### src/rtl/kei_ram.sv
// Generic single-write, single-read RAM with registered read data.
// No dependencies.
module kei_ram #(
    parameter int WIDTH = 49,
    parameter int DEPTH = 64
) (
    input  logic                     clk,
    input  logic                     we,
    input  logic [$clog2(DEPTH)-1:0] waddr,
    input  logic [WIDTH-1:0]         wdata,
    input  logic [$clog2(DEPTH)-1:0] raddr,
    output logic [WIDTH-1:0]         rdata
);

    logic [WIDTH-1:0] mem [DEPTH];

    always_ff @(posedge clk)
    begin
        if (we)
        begin
            mem[waddr] <= wdata;
        end
        rdata <= mem[raddr];
    end

endmodule

### config.mk
export PLATFORM = sky130hd
export DESIGN_NAME = kei_ram
export DESIGN_NICKNAME = d
export VERILOG_FILES = /design/src/rtl/kei_ram.sv
export SDC_FILE = /design/constraint.sdc
export NUM_CORES = 2
export LEC_CHECK = 0
export BUFFER_PORTS_ARGS = -buffer_cell sky130_fd_sc_hd__buf_2
export CAP_MARGIN = 20
export CORE_MARGIN = 1
export CORE_UTILIZATION = 33
export CTS_BUF_LIST = sky130_fd_sc_hd__clkbuf_2
export DETAILED_ROUTE_END_ITERATION = 10
export HOLD_SLACK_MARGIN = 0.06
export SLEW_MARGIN = 20
export SYNTH_ARGS = -nofsm -noshare
export SYNTH_HDL_FRONTEND = slang
export SYNTH_SLANG_ARGS = --single-unit
### constraint.sdc
create_clock -name clk -period 12 [get_ports clk]
set_input_delay 0 -clock clk [delete_from_list [all_inputs] [get_ports clk]]
set_output_delay 0 -clock clk [all_outputs]
set_load 0.02 [all_outputs]
==> out/metrics.yaml <==
route:
  drtIter0Drc: 9189
  route.detailed.wl_per_inst_um: 31.4
  drt_wl_total_um: 368000
  drt.antenna.violating_nets: 0
  drt-pass1-iter-count: 6
  vias: 64467
  drc: 0
  avgViaCountPerCell: 5.50
grt:
  global_route.overflow_total: 0
  grt_max_degree: 113
  global_route.usage.total_pct: 19.8
  grt_first_pass_wirelength_um: 508000
  antenna_found_initial: 27
  first_global_vias: 65445
worst_setup_path:
  worst_setup_path_startpoint: "raddr[2]"
  timing_worst_setup_path_type: "in2reg"
  regToRegStartpoint: "mem[10][11]"
  cp_data_arrival_time_ns: 6.60
  crit-reg2reg-capture: "rdata[11]"
  ff2ff_setup_slack_ns: 8.40
  reg2reg_depth: 8
  timing.critical_path.fanout_max: 53
  critical_path.endpoint: "rdata[34]"
  crit_required_ns: 14.01
  setup.worst_path.start_class: "input pin"
  end_kind: "flip-flop"
floorplanning:
  initial_utilization_pct: 33.1
  floorplan.core_area_um2: 362000
  core.rowCount: 221
  die-width_um: 605
  dieHeight_um: 605
  pin_count: 112
  design.die.area_um2: 366000
sta:
  hold_slack_ns: 0.313
  fin_skew_ns: 0.168
  grt_setup_unrepaired: "no"
  max_freq_mhz: 218
  setup_violating_endpoint_count_in_the_final_report: 0
  fin_crit_sh_pct: 38.3
  final-max-slew-violation-count: 0
  timing.max_slew.rel_slack_pct: 16.3
  final.setup.tns_ns: 0
  timing.final.crit_period_ns: 4.60
  tightest_slew_ns: 1.25
  finalHoldViolCount: 0
logic_synthesis:
  ys_warn_count: 0
  synth_edf_count: 3136
  post-synth-top-area-cell: "edfxtp_1"
  synth_top_flop_cell: "edfxtp_1"
  mappedNetlistArea_um2: 120000
  yosysUniqueCellTypes: 42
  netlist_instances: 5283
  synth.net_count: 5346
  netlist_top_cells_area: "edfxtp_1, mux4_2, dfxtp_1, mux2i_1, a22oi_1"
  post_synthesis_area_per_instance_um2: 22.7
  ys_async_sr_fraction_pct: 0
  synth-seq-cells: 3185
  seq_area_frac_synth_pct: 79.3
  synth_top_cell_area_share_pct: 78.5
min_path:
  timing.hold.worst.class: "in2reg"
cts:
  cts_made_buffers: 768
  htreeDepth: 6
  cts_post_setup_buffers_inserted: 0
  path_clk_slew_ns: 0.11
  cts-root-buf: "clkbuf_2"
  cts.path.max_buffers: 4
  numClockSinks: 3185
  clk-insertion-delay-late_ns: 2.20
  clock_tree_from_tritoncts: "yes"
outcome:
  result_of_the_run: "finished, final reports clean"
cells_and_area:
  final_layout_size_suffix_gt1_share_pct: 33.8
  area_growth_syn_to_layout_pct: 15.1
  finalCoreUtilization_pct: 38.1
  fin_nets: 6410
power_and_ir_drop:
  irDropWorstVdd_mv: 0.0873
  power_density_nw_per_um2: 151
  p_leak_uw: 0.0438
placement:
  hpwl_um: 189000
  i_o_buffers: 111
  gpl.final_weighted_congestion: 0.771
run:
  max_cap_violations: 0
-- synthesized netlist by cell type, types with 23 or more instances --
library cell and instances:
edfxtp_1 3136, mux4_2 743, nand2_1 184, clkbuf_1 131, a22oi_1 95, buf_2 90
nor2_1 88, mux2i_1 85, nand3_1 85, o22ai_1 85, nand4_1 81, o221ai_1 78
a21oi_1 51, dfxtp_1 49, a211oi_1 41, and3_1 39, buf_4 39, nor2b_1 29
buf_6 26, a311oi_1 23
-- stage by stage --
step                power [uW]  worst slack, ns  instances  cell area [um2]
floorplan                13200             7.64       5283           120000
global placement         13700             7.39      10041           127000
detailed placement       13700             7.40      10046           127000
CTS                      21000             7.79      11720           138000
global route             21600             7.35      11725           138000
finish                   20800             7.40      11729           138000
-- layout make-up --
class                      instances  area [um2]
fill                           32951      224000
multi-input combinational       1790       23800
tap                             4794        6000
inverter                           1        6.26
timing repair buffer             601        6080
antenna                            8        20.0
clock buffer                    1100        5510
clock inverter                   250        1560
sequential                      3185       95200
-- critical path: stages --
cell           delay [ns]
dlygate4sd3_1        0.52
dlygate4sd3_1        0.53
dlygate4sd3_1        0.58
buf_8                0.14
buf_16               0.34
buf_4                0.64
buf_4                0.71
and2_1               0.32
buf_4                0.39
a22oi_1              0.17
a21oi_1              0.18
dlygate4sd3_1        0.60
nand4_1              0.10
dlygate4sd3_1        0.58
o21a_1               0.11
dlygate4sd3_1        0.55
-- state kept, by name, indices dropped and copies added (netlist names) --
register and count:
mem 3136, rdata 49
-- worst min-delay path by stage --
stage               slack (ns)  cells past startpoint      start        end
floorplan                  0.1                      0   wdata[0]  mem[0][0]
global placement          0.43                      1  rdata[46]  rdata[46]
detailed placement        0.42                      1  rdata[46]  rdata[46]
CTS                        0.1                      8   raddr[0]   rdata[6]
global route              0.30                      8   raddr[0]   rdata[7]
finish                    0.31                      8   raddr[0]   rdata[6]
-- where the power goes --
part | internal [uW] | total, uW | switching [uW]
combinational | 464 | 1210 | 747
sequential | 12300 | 12300 | 52.1
clock | 2840 | 7260 | 4420
total | 15600 | 20800 | 5220
-- layer usage --
layer	part of all wire [%]	track usage, %	vias to the layer above	wire, um
met5	0.021	0	-	76
met4	3.7	7.52	12	13700
met3	11	4.32	696	39100
met2	48	32.0	4123	176000
met1	38	26.2	34384	139000
li1	-	-	25252	-
-- placed cells by master (no fill, tap or decap), drive strengths merged, types with 2 or more instances in the layout --
cell type / n
a2111oi: 2
a211oi: 41
a21oi: 51
a221o: 7
a221oi: 3
a22o: 2
a22oi: 95
a311oi: 23
and2: 25
and3: 39
buf: 334
bufinv: 16
clkbuf: 1101
clkinv: 203
clkinvlp: 11
dfxtp: 49
diode: 8
dlygate4sd3: 266
edfxtp: 3136
inv: 21
mux2i: 85
mux4: 743
nand2: 184
nand2b: 12
nand3: 85
nand3b: 2
nand4: 81
nand4b: 2
nor2: 88
nor2b: 29
nor3: 5
nor4: 8
o211ai: 2
o21ai: 3
o221ai: 78
o22ai: 85
or2: 4
or3: 2
-- logic make-up (layout without fill, tap and decap cells) --
family / count (synthesis) / count (layout) / synth area share, %
AO/OA/AOI/OAI: 394 / 394 / 2.40
flip-flops: 3185 / 3185 / 79.3
AND/OR/NAND/NOR: 568 / 568 / 2.31
other: 0 / 8 / 0
multiplexers: 828 / 828 / 14.7
buffers and inverters: 308 / 1952 / 1.34
-- timing repair --
action,CTS,global route
gates resized for setup,0,0
endpoints found under the hold margin,6321,0
hold buffers,324,0
(Power assumes the default switching activity.)
