`src/rtl/kei_div.sv`:
```
// Restoring unsigned divider, one quotient bit per cycle.
// No dependencies.
module kei_div #(
    parameter int NW = 51,
    parameter int DW = 17
) (
    input  logic          clk,
    input  logic          rst_n,
    input  logic          start,
    input  logic [NW-1:0] dividend,
    input  logic [DW-1:0] divisor,
    output logic          done,
    output logic [NW-1:0] quotient
);

    localparam int CNTW = $clog2(NW + 1);

    logic [DW:0]     rem_reg;
    logic [NW-1:0]   quo_reg;
    logic [DW-1:0]   dvs_reg;
    logic [CNTW-1:0] cnt_reg;
    logic            busy_reg;
    logic            done_reg;
    logic [DW:0]     rem_sh;
    logic [DW:0]     rem_sub;
    logic            fits;

    assign rem_sh  = {rem_reg[DW-1:0], quo_reg[NW-1]};
    assign rem_sub = rem_sh - {1'b0, dvs_reg};
    assign fits    = (rem_sh >= {1'b0, dvs_reg});

    always_ff @(posedge clk or negedge rst_n)
    begin
        if (!rst_n)
        begin
            busy_reg <= 1'b0;
            done_reg <= 1'b0;
            cnt_reg  <= '0;
        end
        else if (start)
        begin
            busy_reg <= 1'b1;
            done_reg <= 1'b0;
            cnt_reg  <= CNTW'(NW);
        end
        else if (busy_reg)
        begin
            cnt_reg <= cnt_reg - 1'b1;
            if (cnt_reg == CNTW'(1))
            begin
                busy_reg <= 1'b0;
                done_reg <= 1'b1;
            end
        end
        else
        begin
            done_reg <= 1'b0;
        end
    end

    always_ff @(posedge clk)
    begin
        if (start)
        begin
            rem_reg <= '0;
            quo_reg <= dividend;
            dvs_reg <= divisor;
        end
        else if (busy_reg)
        begin
            rem_reg <= fits ? rem_sub : rem_sh;
            quo_reg <= {quo_reg[NW-2:0], fits};
        end
    end

    assign done     = done_reg;
    assign quotient = quo_reg;

endmodule

```
`config.mk`:
```
export PLATFORM = sky130hd
export DESIGN_NAME = kei_div
export DESIGN_NICKNAME = d
export VERILOG_FILES = /design/src/rtl/kei_div.sv
export SDC_FILE = /design/constraint.sdc
export NUM_CORES = 1
export LEC_CHECK = 0
export BUFFER_PORTS_ARGS = -buffer_cell sky130_fd_sc_hd__buf_4
export CAP_MARGIN = 0
export CELL_PAD_IN_SITES_DETAIL_PLACEMENT = 1
export CELL_PAD_IN_SITES_GLOBAL_PLACEMENT = 1
export CORE_MARGIN = 8
export CORE_UTILIZATION = 42
export CTS_CLUSTER_DIAMETER = 120
export DETAILED_ROUTE_END_ITERATION = 10
export HOLD_SLACK_MARGIN = 0.15
export PLACE_DENSITY_LB_ADDON = 0.08
export SETUP_SLACK_MARGIN = 0.5
export SYNTH_ARGS = -nofsm -noshare
export SYNTH_HDL_FRONTEND = slang
export SYNTH_SLANG_ARGS = --single-unit
```
`constraint.sdc`:
```
create_clock -name clk -period 3.5 [get_ports clk]
set_clock_uncertainty 0.05 [all_clocks]
set_input_delay 0.35 -clock clk [delete_from_list [all_inputs] [get_ports clk]]
set_output_delay 0.35 -clock clk [all_outputs]
set_load 0.05 [all_outputs]
```
==> results.toml, run 1 <==
[min_path]
hold_path.class = "in -> reg"
min_path_cells = 2

[pwr]
power.leakage_uw = 0.002598
power_density_nw_per_um2 = 477.1
ir_worst_vdd_mv = 0.2515

[finish]
final_cell_area_um2 = 6098
syn_to_final_growth_pct = 31.09
num_antenna_cells = 0
drive_gt1_share_pct = 38.37
finalNetCount = 602
largest_reg_flops = 51

[synth]
synth.area.top_cells = "edfxtp_1 44%, mux2_2 12%, dfxtp_1 7.3%, ha_1 5.1%, dfrtp_1 4.3%"
ys.flop_type = "edfxtp_1"
netlist.top_cell.by_area = "edfxtp_1"
ys_ff_latch = 93
synth.most_common_cell = "edfxtp_1"
syn_nets = 463
netlist.area_leader.share_pct = 43.89
yosys-top-cells-count = "68 x edfxtp_1, 50 x mux2_2, 23 x nand2_1, 22 x inv_1"
yosysUniqueCellTypes = 51
ys_seq_area_share_pct = 55.51
synth_edf_count = 68
syn_area_um2 = 4652
synthArstFlopShare_pct = 8.602
syn_inst = 372
syn_area_per_cell_um2 = 12.51
yosysWarnings = 0

[route]
drt_pass1_iterations = 4
wl_per_cell_um = 18.90
drc_errors = 0
drt_wl_total_um = 12400
num_vias = 3445
viasPerCell = 5.252
drt-initial-drc-count = 159
antenna_left = 0

[sta]
fmax_mhz = 355.1
rsz0062_at_grt = "no"
tightest_slew_ps = 889.1
hold_violations = 0
setup_tns_ps = 0
fin_crit_sh_pct = 80.46
finalMaxSlewViolations = 0
min_period_ps = 2816
final-setup-viol-count = 0
slew_headroom_pct = 40.60

[floorplan]
die_area_um2 = 14700
die_h_um = 121.2
core_um2 = 10840
start_util_pct = 42.91
die_w_um = 121.2
ios = 123
std_cell_rows = 38

[setup_path]
slowest_stage = "edfxtp_1"
reg2regPathDepth = 12
start_kind = "flip-flop"
slowest_delay_ps = 430
crit_chain = "inv_1 -> ha_1 -> inv_1 -> fa_1 -> a21oi_1 -> o211ai_1 -> nand3_1 -> a2111oi_2 -> a2111oi_4 -> buf_4 -> mux2i_1 -> a211oi_1"
critPathRequiredTime_ps = 3680
endpoint_kind = "flip-flop"
critical_path_class = "reg -> reg"
critPathMostFrequentCell = "inv_1"
path_max_fanout = 14
critPathArrivalTime_ps = 2990

[clock_tree]
cts_sinks = 93
cts_tree = "built"
post_cts_buffers = 0
clk_latency_ps = 380
cts-root-buf = "clkbuf_8"
cts_buffer_depth = 2
htree_levels = 3
cts.reportedPaths.clkPinSlew_ps = 90
cts_buffers = 9

[global_routing]
antenna_found_initial = 0
grt_max_degree = 59
grt_pass1_vias = 3770
grt_pass1_wl_um = 19770
track_usage_pct = 17.38
gr-total-overflow = 0

[status]
status = "finished clean"

[job]
drv_cap = 0

[placed_design]
io_buffers = 122
placed_area_um2 = 5707
gp_congestion = 0.8010
hpwl_um = 9020
## report_power, final
group / switching, uW / internal, uW
Sequential: 62.0 / 1290
Combinational: 466 / 303
Clock: 389 / 396
Total: 917 / 1990
## final timing paths
kind | start | endpoint | slack (ps)
min in group asynchronous | rst_n | cnt_reg[4] | 290
setup / recovery | quotient[50] | rem_reg[4] | 680
max in group asynchronous | rst_n | cnt_reg[1] | 2970
hold reg to reg | rem_reg[11] | rem_reg[11] | 460
hold / removal | dividend[2] | quotient[2] | 220
setup reg to reg | quotient[50] | rem_reg[4] | 680
## cells by family (layout without fill, tap and decap cells)
group | Yosys count | count (layout) | share of synthesized area [%]
AO/OA/AOI/OAI | 74 | 74 | 11.22
buffers and inverters | 40 | 184 | 3.523
multiplexers | 57 | 57 | 13.61
XOR/XNOR | 18 | 18 | 3.389
AND/OR/NAND/NOR | 70 | 70 | 7.209
flip-flops | 93 | 93 | 55.51
adder cells (fa/ha/maj) | 20 | 20 | 5.541
## through the flow
step,setup slack (ps),instances,hold slack [ps],utilization (%),power [uW]
after floorplan,557.4,372,4.409,-,1878
after global placement,846.3,622,124.8,52.64,2112
after detailed placement,719.1,622,129.1,52.64,2131
after CTS,655.0,656,201.7,56.20,2944
after global routing,513.0,656,207.7,56.26,3045
final,684.0,656,224.9,56.26,2909
## placed cells by master (no fill, tap or decap), drive strengths merged, types with 2 or more instances in the layout
cell	count
a2111oi	2
a211oi	5
a21o	5
a21oi	18
a31oi	3
a32oi	8
buf	128
bufinv	2
clkbuf	10
clkinv	4
dfrtp	8
dfxtp	17
dlygate4sd3	18
edfxtp	68
ha	19
inv	22
mux2	50
mux2i	7
nand2	23
nand2b	7
nand3	5
nand4	2
nor2	19
nor3	2
nor4	3
o21ai	17
o21bai	2
o311ai	2
o31ai	4
xnor2	8
xor2	10
## repair_timing
item                                   4_1_cts  5_1_grt
setup endpoints to repair                    0        2
hold buffers                                18        0
endpoints found under the hold margin       25        0
resized for setup                            0        1
## final cells by class
class                   count  area (um^2)
fillers                  1152         4742
flip-flops and latches     93         2582
multi-input cells         239         1912
repair buffers            146         1141
well taps                 140        175.2
clock buffers              10        127.6
inverters                  22        82.58
clock inverters             6        77.57
## critical path, delay by kind of cell (launching register included)
kind	cells	cell delay [ps]
buffers and inverters	3	430
DFF	1	430
AOI/OAI and AO/OA	5	840
and+or+nand+nor	1	140
muxes	1	200
adders and majority gates	2	580
## layer usage
| metal | share of wire, % | vias to the layer above | track usage (%) |
|---|---|---|---|
| met3 | 10 | 11 | 8.190 |
| met4 | 1.5 | 0 | 6.708 |
| met5 | 0 | - | 0 |
| met2 | 48 | 100 | 28.19 |
| li1 | - | 1662 | - |
| met1 | 41 | 1672 | 19.48 |
(Power assumes the default switching activity.)
==> run 2, diff against run 1 <==
--- a/config.mk
+++ b/config.mk
@@ -10,7 +10,7 @@
 export CELL_PAD_IN_SITES_DETAIL_PLACEMENT = 1
 export CELL_PAD_IN_SITES_GLOBAL_PLACEMENT = 1
 export CORE_MARGIN = 8
-export CORE_UTILIZATION = 42
+export CORE_UTILIZATION = 38
 export CTS_CLUSTER_DIAMETER = 120
 export DETAILED_ROUTE_END_ITERATION = 10
 export HOLD_SLACK_MARGIN = 0.15
==> constraint.sdc (replaced) <==
create_clock -name clk -period 2.42 [get_ports clk]
set_clock_uncertainty 0.05 [all_clocks]
set_input_delay 0.242 -clock clk [delete_from_list [all_inputs] [get_ports clk]]
set_output_delay 0.242 -clock clk [all_outputs]
set_load 0.05 [all_outputs]
==> results.toml, run 2 (synthesized netlist as in run 1, its figures left out) <==
[status]
status = "complete, but fails checks"
failed_checks = "setup timing"

[finish]
layout_commonest_cell = "buf_4"
num_antenna_cells = 0
finalNetCount = 686
final_cells = 747
drive_gt1_share_pct = 41.50
fill_cells = 1218
syn_to_final_growth_pct = 51.08
final_cell_area_um2 = 7028
largest_reg_flops = 51
final_cell_mix = "161 x buf_4, 68 x edfxtp_1, 64 x dlygate4sd3_1"
postLayoutCoreUtil_pct = 58.76

[setup_path]
reg2regPathDepth = 13
critical_path_class = "reg -> reg"
endpoint_kind = "flip-flop"
start_kind = "flip-flop"
critPathRequiredTime_ps = 2620
path_max_fanout = 4
critPathArrivalTime_ps = 2750

[clock_tree]
cts-root-buf = "clkbuf_16"
cts.reportedPaths.clkPinSlew_ps = 70
cts_sinks = 93
cts_buffer_depth = 2
cts_tree = "built"
htree_levels = 3
cts_buffers = 9
clk_latency_ps = 340

[pwr]
power.leakage_uw = 0.003018
ir_worst_vdd_mv = 0.3649
power_density_nw_per_um2 = 662.4
p_total_uw = 4656

[route]
num_vias = 3754
drc_errors = 0
viasPerCell = 5.025
antenna_left = 0
drt_wl_total_um = 14490
drt_pass1_iterations = 4
drt-initial-drc-count = 139
wl_per_cell_um = 19.39

[sta]
hold_violations = 0
slew_headroom_pct = 55.22
min_period_ps = 2542
final-setup-viol-count = 15
rsz0062_at_grt = "yes"
finalMaxSlewViolations = 0
tightest_slew_ps = 671.8
fin_crit_sh_pct = 105.0
setup_slack_ps = -121.5
fmax_mhz = 393.5

[global_routing]
grt_pass1_wl_um = 23380
grt_max_degree = 52
track_usage_pct = 18.56
antenna_found_initial = 0
grt_pass1_vias = 4355
gr-total-overflow = 0

[floorplan]
std_cell_rows = 40
die_w_um = 126.6
ios = 123
core_um2 = 11960
die_h_um = 126.6
start_util_pct = 38.89
die_area_um2 = 16040

[job]
drv_cap = 0

[min_path]
min_path_cells = 2
hold_path.class = "in -> reg"

[placed_design]
io_buffers = 122
placed_area_um2 = 5979
dp_cells = 661
hpwl_um = 9633
gp_congestion = 0.7852
==> run 2: cell count changes in the layout (fill, tap and decap cells not counted), sizes merged <==
cell	delta
inv	-1
clkinvlp	+4
clkinv	-4
buf	+38
dlygate4sd3	+46
clkbuf	+3
bufinv	-2
==> run 2: timing repair <==
item / in CTS / in global routing
hold buffers: 64 / 0
gates cloned: 1 / 0
pin swaps: 8 / 4
setup buffers: 4 / 1
resized for setup: 17 / 10
endpoints found under the setup margin: 18 / 19
hold endpoints to repair: 71 / 0
==> run 2: path summary, 6_finish.rpt <==
kind	start	slack, ps	end
max reg2reg	quotient[50]	-120	rem_reg[0]
min	dividend[37]	160	quotient[37]
min reg2reg	rem_reg[2]	440	rem_reg[2]
min in group asynchronous	rst_n	220	cnt_reg[5]
max	quotient[50]	-120	rem_reg[0]
max in group asynchronous	rst_n	1960	cnt_reg[4]
==> run 2: where the power goes <==
group          internal (uW)  switching [uW]  total, uW
Clock                    727             613       1340
Combinational            598             750       1350
Sequential              1870            95.0       1970
==> run 2: metal layers <==
layer | part of all wire (%) | wire, um | global-route usage, %
met4 | 1.3 | 195 | 6.582
met2 | 49 | 7120 | 31.57
met3 | 6.3 | 919 | 6.033
met5 | 0 | 0 | 0
met1 | 43 | 6252 | 21.45
==> run 2: final cells by class <==
class                           instances  area [um^2]  area share (%)
Inverter                               22        86.33           1.228
Timing Repair Buffer                  230         1906           27.11
Clock inverter                          3        22.52          0.3205
Sequential cell                        93         2582           36.75
Clock buffer                           13        250.2           3.561
Tap cell                              147        183.9           2.617
Multi-Input combinational cell        239         1997           28.41
==> run 2: worst max-delay path: stages (launching register included) <==
cell,delay (ps)
edfxtp_1,380
inv_1,70
ha_2,180
inv_2,40
fa_2,340
a21oi_2,110
o211ai_1,100
nand3_1,160
a2111oi_4,100
a2111oi_4,340
buf_4,210
buf_6,100
nand2_2,50
a311oi_1,220
==> run 2: metrics by stage <==
step / hold WS (ps) / setup TNS [ps] / setup slack (ps)
6_report: 162.5 / -1107 / -121.5
3_3_place_gp: 20.73 / -100.9 / -65.31
2_1_floorplan: -103.6 / -3970 / -296.1
4_1_cts: 151.7 / -1075 / -138.6
3_5_place_dp: 22.10 / -643.9 / -121.7
5_1_grt: 160.5 / -4189 / -294.0
